===== config.mk =====
export PLATFORM = sky130hd
export DESIGN_NAME = keypad_scan_debounce_core
export DESIGN_NICKNAME = d
export VERILOG_FILES = /design/src/rtl/kpsd_pkg.sv /design/src/rtl/kpsd_lane.sv /design/src/rtl/kpsd_merge.sv /design/src/rtl/keypad_scan_debounce_core.sv
export SDC_FILE = /design/constraint.sdc
export NUM_CORES = 1
export LEC_CHECK = 0
export BUFFER_PORTS_ARGS = -buffer_cell sky130_fd_sc_hd__buf_2
export CORE_MARGIN = 2
export CORE_UTILIZATION = 40
export CTS_CLUSTER_SIZE = 8
export DETAILED_ROUTE_END_ITERATION = 6
export PLACE_DENSITY = 0.6
export REMOVE_ABC_BUFFERS = 1
export SKIP_LAST_GASP = 1
export SLEW_MARGIN = 30
export SYNTH_ARGS = -nofsm -noshare
export SYNTH_HDL_FRONTEND = slang
export SYNTH_HIERARCHICAL = 1
export SYNTH_SLANG_ARGS = --single-unit

===== constraint.sdc =====
create_clock -name clk_i -period 1.8 [get_ports clk_i]
set_input_delay 0.09 -clock clk_i [delete_from_list [all_inputs] [get_ports clk_i]]
set_output_delay 0.09 -clock clk_i [all_outputs]
set_load 0.01 [all_outputs]

===== src/rtl/kpsd_pkg.sv =====
// Package: shared constants, types and key code table for the keypad scanner.
`timescale 1ns / 1ps
package kpsd_pkg;

  localparam int NUM_ROWS    = 4;
  localparam int NUM_COLUMNS = 3;
  localparam int IN_ROWS     = 4;
  localparam int COL_W       = (NUM_COLUMNS > 1) ? $clog2(NUM_COLUMNS) : 1;
  localparam int ROW_W       = (NUM_ROWS > 1) ? $clog2(NUM_ROWS) : 1;
  localparam int CODE_W      = 7;
  localparam int SCAN_W      = 2;
  localparam int CNT_W       = 8;

  localparam logic [CNT_W-1:0] TICKS_RESET = CNT_W'(20);
  localparam logic [CODE_W-1:0] CODE_NONE  = '0;

  typedef struct packed {
    logic              key_valid;
    logic [CODE_W-1:0] key_code;
  } kpsd_result_t;

  // ASCII code of the key at (col, row); keys outside the 3x4 grid give none
  function automatic logic [CODE_W-1:0] code_of(input logic [COL_W-1:0] col,
                                                input logic [ROW_W-1:0] row);
    logic [7:0] c;
    c = 8'h00;
    if ((32'(col) < 3) && (32'(row) < 4)) begin
      case ({2'(col), 2'(row)})
        4'b0000: c = "3";
        4'b0001: c = "6";
        4'b0010: c = "9";
        4'b0011: c = "#";
        4'b0100: c = "2";
        4'b0101: c = "5";
        4'b0110: c = "8";
        4'b0111: c = "0";
        4'b1000: c = "1";
        4'b1001: c = "4";
        4'b1010: c = "7";
        4'b1011: c = "*";
        default: c = 8'h00;
      endcase
    end
    return c[CODE_W-1:0];
  endfunction

endpackage


===== src/rtl/kpsd_lane.sv =====
// One row lane: two-sample history per column and 0,1,1 press detection.
`timescale 1ns / 1ps
module kpsd_lane (
  input  logic                       clk_i,
  input  logic                       rst_ni,
  input  logic                       advance_i,
  input  logic [kpsd_pkg::COL_W-1:0] col_i,
  input  logic                       now_i,
  output logic                       press_o
);
  import kpsd_pkg::*;

  logic [1:0] hist_q [NUM_COLUMNS];
  logic [1:0] hist_d [NUM_COLUMNS];
  logic [1:0] cur;

  assign cur     = hist_q[col_i];
  assign press_o = now_i & cur[0] & ~cur[1];

  always_comb begin
    for (int c = 0; c < NUM_COLUMNS; c++) begin
      hist_d[c] = hist_q[c];
    end
    if (advance_i) begin
      hist_d[col_i] = {cur[0], now_i};
    end
  end

  always_ff @(posedge clk_i or negedge rst_ni) begin
    if (!rst_ni) begin
      for (int c = 0; c < NUM_COLUMNS; c++) begin
        hist_q[c] <= 2'b00;
      end
    end else begin
      for (int c = 0; c < NUM_COLUMNS; c++) begin
        hist_q[c] <= hist_d[c];
      end
    end
  end

endmodule


===== src/rtl/kpsd_merge.sv =====
// Merge stage: highest pressing row wins, key code looked up from the table.
`timescale 1ns / 1ps
module kpsd_merge (
  input  logic [kpsd_pkg::NUM_ROWS-1:0] press_i,
  input  logic [kpsd_pkg::COL_W-1:0]    col_i,
  output kpsd_pkg::kpsd_result_t        result_o
);
  import kpsd_pkg::*;

  always_comb begin
    result_o.key_valid = 1'b0;
    result_o.key_code  = CODE_NONE;
    for (int r = 0; r < NUM_ROWS; r++) begin
      if (press_i[r]) begin
        result_o.key_valid = 1'b1;
        result_o.key_code  = code_of(col_i, ROW_W'(r));
      end
    end
  end

endmodule


===== src/rtl/keypad_scan_debounce_core.sv =====
// Top level: keypad column scanner, per-row debounce lanes and tick divider.
//
// Usage: each input transaction on row_levels_i is one scan tick, carrying
// the row levels sampled while the current column is driven. Every input
// transaction yields exactly one output transaction: key_valid_o/key_code_o
// flag a new debounced press (highest row wins), scan_column_o names the
// column to drive next (1 to 3), tick_count_o/tenth_tick_o give the divided
// tick counter. Both channels use valid/ready.
// Output valid follows in the cycle after an input transaction is accepted; one
// tick per cycle is sustained while the receiver is ready, set by the single
// output register, which is refilled in the same cycle that its contents are taken.
// cfg_we_i/cfg_wdata_i write ticks_per_tenth (reset 20) with no wait; write
// only while idle. A value of 0 gives a period of 256 ticks.
// Reset clears the column phase (first tick credits column one), all key
// histories and the tick counter; the output register is empty.
// When the receiver stalls the result is held and in_ready_o drops until it
// is taken; the scan state only advances on accepted ticks.
`timescale 1ns / 1ps
module keypad_scan_debounce_core (
  input  logic                        clk_i,
  input  logic                        rst_ni,
  input  logic                        cfg_we_i,
  input  logic [kpsd_pkg::CNT_W-1:0]  cfg_wdata_i,
  input  logic                        in_valid_i,
  output logic                        in_ready_o,
  input  logic [kpsd_pkg::IN_ROWS-1:0] row_levels_i,
  output logic                        out_valid_o,
  input  logic                        out_ready_i,
  output logic                        key_valid_o,
  output logic [kpsd_pkg::CODE_W-1:0] key_code_o,
  output logic [kpsd_pkg::SCAN_W-1:0] scan_column_o,
  output logic [kpsd_pkg::CNT_W-1:0]  tick_count_o,
  output logic                        tenth_tick_o
);
  import kpsd_pkg::*;

  logic                accept;
  logic [CNT_W-1:0]    ticks_q;
  logic [COL_W-1:0]    phase_q, phase_d;
  logic [CNT_W-1:0]    cnt_q, cnt_d, cnt_inc;
  logic                tenth;
  logic [NUM_ROWS-1:0] press;
  kpsd_result_t        result;
  logic [COL_W:0]      scan_wide;
  logic                out_valid_q;
  kpsd_result_t        res_q;
  logic [SCAN_W-1:0]   scan_q;
  logic [CNT_W-1:0]    cnt_out_q;
  logic                tenth_q;

  assign in_ready_o = ~out_valid_q | out_ready_i;
  assign accept     = in_valid_i & in_ready_o;

  assign cnt_inc = cnt_q + CNT_W'(1);
  assign tenth   = (cnt_inc == ticks_q);
  assign cnt_d   = tenth ? '0 : cnt_inc;

  assign phase_d   = (32'(phase_q) == NUM_COLUMNS - 1) ? '0 : phase_q + COL_W'(1);
  assign scan_wide = {1'b0, phase_d} + (COL_W+1)'(1);

  for (genvar r = 0; r < NUM_ROWS; r++) begin : g_lane
    logic now;
    if (r < IN_ROWS) begin : g_in
      assign now = row_levels_i[r];
    end else begin : g_zero
      assign now = 1'b0;
    end
    kpsd_lane u_lane (
      .clk_i     (clk_i),
      .rst_ni    (rst_ni),
      .advance_i (accept),
      .col_i     (phase_q),
      .now_i     (now),
      .press_o   (press[r])
    );
  end

  kpsd_merge u_merge (
    .press_i  (press),
    .col_i    (phase_q),
    .result_o (result)
  );

  always_ff @(posedge clk_i or negedge rst_ni) begin
    if (!rst_ni) begin
      ticks_q     <= TICKS_RESET;
      phase_q     <= '0;
      cnt_q       <= '0;
      out_valid_q <= 1'b0;
    end else begin
      if (cfg_we_i) begin
        ticks_q <= cfg_wdata_i;
      end
      if (accept) begin
        phase_q     <= phase_d;
        cnt_q       <= cnt_d;
        out_valid_q <= 1'b1;
      end else if (out_ready_i) begin
        out_valid_q <= 1'b0;
      end
    end
  end

  always_ff @(posedge clk_i) begin
    if (accept) begin
      res_q     <= result;
      scan_q    <= scan_wide[SCAN_W-1:0];
      cnt_out_q <= cnt_d;
      tenth_q   <= tenth;
    end
  end

  assign out_valid_o   = out_valid_q;
  assign key_valid_o   = res_q.key_valid;
  assign key_code_o    = res_q.key_code;
  assign scan_column_o = scan_q;
  assign tick_count_o  = cnt_out_q;
  assign tenth_tick_o  = tenth_q;

  a_accept_fills : assert property (@(posedge clk_i) disable iff (!rst_ni)
    accept |=> out_valid_o)
    else $error("accepted tick produced no result");

  a_key_has_code : assert property (@(posedge clk_i) disable iff (!rst_ni)
    out_valid_o && key_valid_o |-> key_code_o != CODE_NONE)
    else $error("press reported without key code");

  a_tenth_zero : assert property (@(posedge clk_i) disable iff (!rst_ni)
    out_valid_o && tenth_tick_o |-> tick_count_o == '0)
    else $error("tenth pulse with non-zero tick count");

  a_scan_col : assert property (@(posedge clk_i) disable iff (!rst_ni)
    out_valid_o |-> scan_column_o != '0)
    else $error("scan column zero");

endmodule


==> results.txt <==
Sequential share of power - 34.9%
WP data arrival - 2.01 ns
Fmax - 513.4 MHz
Tmin final - 1.948 ns
Fillers - 557
Top cell type's share of synthesized area - 33.55%
Clk_lat worst skew - 0.34 ns
Clock tree root buffer cell - clkbuf_8
Number of detailed-route iterations in the first pass - 4
Placed instance area - 3675 µm²
Final period util - 108.2%
Vias in the first global route - 2248
Pleak - 1.840 nW
Utilization after layout - 61.21%
Setup_tns - -1.010 ns
Final nets - 366
Fin. max-slew vios - 0
Gr ovfl total - 0
Yosys reg bits - 62
Switching Share - 34.38%
Layout cells sized above 1 - 50.42%
Clock Sinks - 62
Cts bufs inserted - 9
Pre-CTS setup slack - -0.2470 ns
Min-delay worst type - input port to register
ANT cells - 0
WL per Instance - 14.74 µm
Number of synthesized flops with an enable pin - 19
Num ports - 38
Worst path max stage delay - 0.45 ns
Vias - 2281
Netlist cell types - 53
Max capacitance violation total - 0
Port bufs - 37
Syn avg cell area - 12.74 µm²
Async SR Flop Fraction - 69.35%
Final Non-Filler Cells - 452
PwrDens - 1519 nW/µm²
Core area - 7331 µm²
Initial DRC count - 62
Startpoint types - register
Comb pwr share - 49.2%
P_int - 4.473 mW
Yosys warnings - 6
Vias per inst - 5.046
Critical-path top delay cell - dfrtp_2
Ranking of synthesized cells by area - dfrtp_1 (34%), edfxtp_1 (19%), mux2_1 (5.9%)
Count leader, synth - dfrtp_1
Worst hold slack - 0.02898 ns
Pwr Total - 6.817 mW
Clock share of power - 15.9%
Post-DRT Antenna Nets - 0
Endpoint class of the critical path - register
Final WS setup - -0.1477 ns
Largest net degree at the start of global routing - 44
H-tree depth - 3
CP Max Fanout - 7
Register area share after synthesis - 53.93%
Antenna violations before repair - 0
Synth Flop Type - dfrtp_1
Synthesis-to-layout area growth - 46.73%
Die Width - 91.44 µm
Yosys top cell by area - dfrtp_1
Post-route cell area - 4487 µm²
Post-synth top cells - dfrtp_1 (41), nand2_1 (21), edfxtp_1 (19)
Total GRT Usage - 16.20%
CP delay by family, top - simple AND/OR/NAND/NOR gates
Placed Cells - 411
Reg clk slew, reported paths - 0.06 ns
Hold Fails Final Rpt - 0
Worst-Margin Slew - 0.5456 ns
CTS tree - yes
Rel. slew slack - 63.62%
Cells after Synth - 240
Initial Util - 41.71%
Die ar. - 8360 µm²
Worst Path Buf+Inv - 2
# rows - 31
HPWL Detailed - 4159 µm
WS Path Type - register to register
Status - finished with violations
Detailed Route WL - 6661 µm
Final Skew - 0.009806 ns
Switching power - 2.344 mW
Global-route wire length before repair - 10710 µm
Placer Congestion - 0.8224
Chain of cells forming the critical path - buf_12 -> buf_4 -> nor4bb_2 -> o31a_1 -> nor4_2 -> a211oi_1
Failing checks - negative setup slack
Number of remaining DRC errors - 0
Data required, critical path - 1.87 ns
Final Setup Violations - 15
Worst vdd ir - 615.1 µV
Netlist Area Pre-Place - 3058 µm²
Clock Path Buffers - 2
DIE HEIGHT - 91.44 µm
Unrepaired setup endpoints after global routing - yes
==> final cells by class <==
type	count	area, µm²	area share (%)
tap	99	123.9	2.761
sequential	62	1653	36.84
timing repair buffer	106	833.3	18.57
clock inverter	1	5.005	0.1115
multi-input combinational	163	1683	37.51
clock buffer	15	166.4	3.709
inverter	6	22.52	0.5020
==> metal layers <==
layer	vias to the layer above	track usage [%]	wire [µm]	share of wire, %
li1	1106	-	-	-
met5	-	0	0	0
met2	58	24.88	3196	48
met4	0	8.460	164	2.5
met1	1100	21.76	3069	46
met3	17	2.988	230	3.5
==> cells in the final DEF, fill, tap and decap left out, types with 5 or more instances in the layout <==
cell type	instances
buf_2	37
nand2_1	21
o21ai_1	6
dlygate4sd3_1	10
a21oi_1	5
buf_6	8
inv_1	5
mux2_2	15
nor2_1	7
buf_4	45
mux2_1	16
edfxtp_1	19
nor4bb_4	5
clkbuf_8	11
nand3b_1	9
nor3_1	5
dfrtp_1	38
==> power by group through the flow <==
stage,registers (mW),clock network [mW],logic [mW]
6_report,2.38,1.08,3.36
5_1_grt,2.44,1.17,3.61
4_1_cts,2.30,1.12,2.80
3_5_place_dp,2.29,0,2.43
3_3_place_gp,2.27,0,2.39
2_1_floorplan,2.44,0,1.29
==> worst paths after layout <==
path / from / endpoint / slack, ns / cells past startpoint
max in group asynchronous: rst_ni / phase_q[1] / 1.04 / 3
min in group asynchronous: rst_ni / ticks_q[5] / 0.37 / 3
setup reg to reg: phase_q[1] / key_code_o[4] / -0.15 / 6
hold / removal: row_levels_i[2] / g_lane[2].u_lane/hist_q[2] / 0.03 / 2
hold reg to reg: g_lane[2].u_lane/hist_q[0] / g_lane[2].u_lane/hist_q[1] / 0.51 / 1
setup / recovery: phase_q[1] / key_code_o[4] / -0.15 / 6
==> kinds of logic after synthesis <==
| group | count (synthesis) | share of synthesized area (%) |
|---|---|---|
| buffers and inverters | 15 | 2.700 |
| adder cells (fa/ha/maj) | 1 | 0.4091 |
| XOR/XNOR | 11 | 3.887 |
| flip-flops | 62 | 53.93 |
| AO/OA/AOI/OAI | 36 | 8.593 |
| multiplexers | 32 | 11.74 |
| AND/OR/NAND/NOR | 82 | 18.62 |
| other | 1 | 0.1226 |
==> flip-flops by register name, indices dropped and copies added (netlist names) <==
| signal | cells |
|---|---|
| cnt_q | 8 |
| g_lane.u_lane/hist_q | 24 |
| key_code_o | 7 |
| key_valid_o | 1 |
| out_valid_o | 1 |
| phase_q | 2 |
| scan_column_o | 2 |
| tenth_tick_o | 1 |
| tick_count_o | 8 |
| ticks_q | 8 |
==> worst register-to-register path, delay by kind of cell, from the launching register on <==
family	cells	cell delay (ns)
simple gates	2	0.45
flops	1	0.45
compound gates	2	0.45
buf+inv	2	0.33
==> what timing repair did <==
item	in CTS	in global routing
endpoints found under the hold margin	50	0
buffers inserted	7	7
resized for setup	32	38
hold buffers	10	0
gates cloned	0	1
pin swaps	15	14
endpoints found under the setup margin	23	24
(Power assumes the default switching activity.)
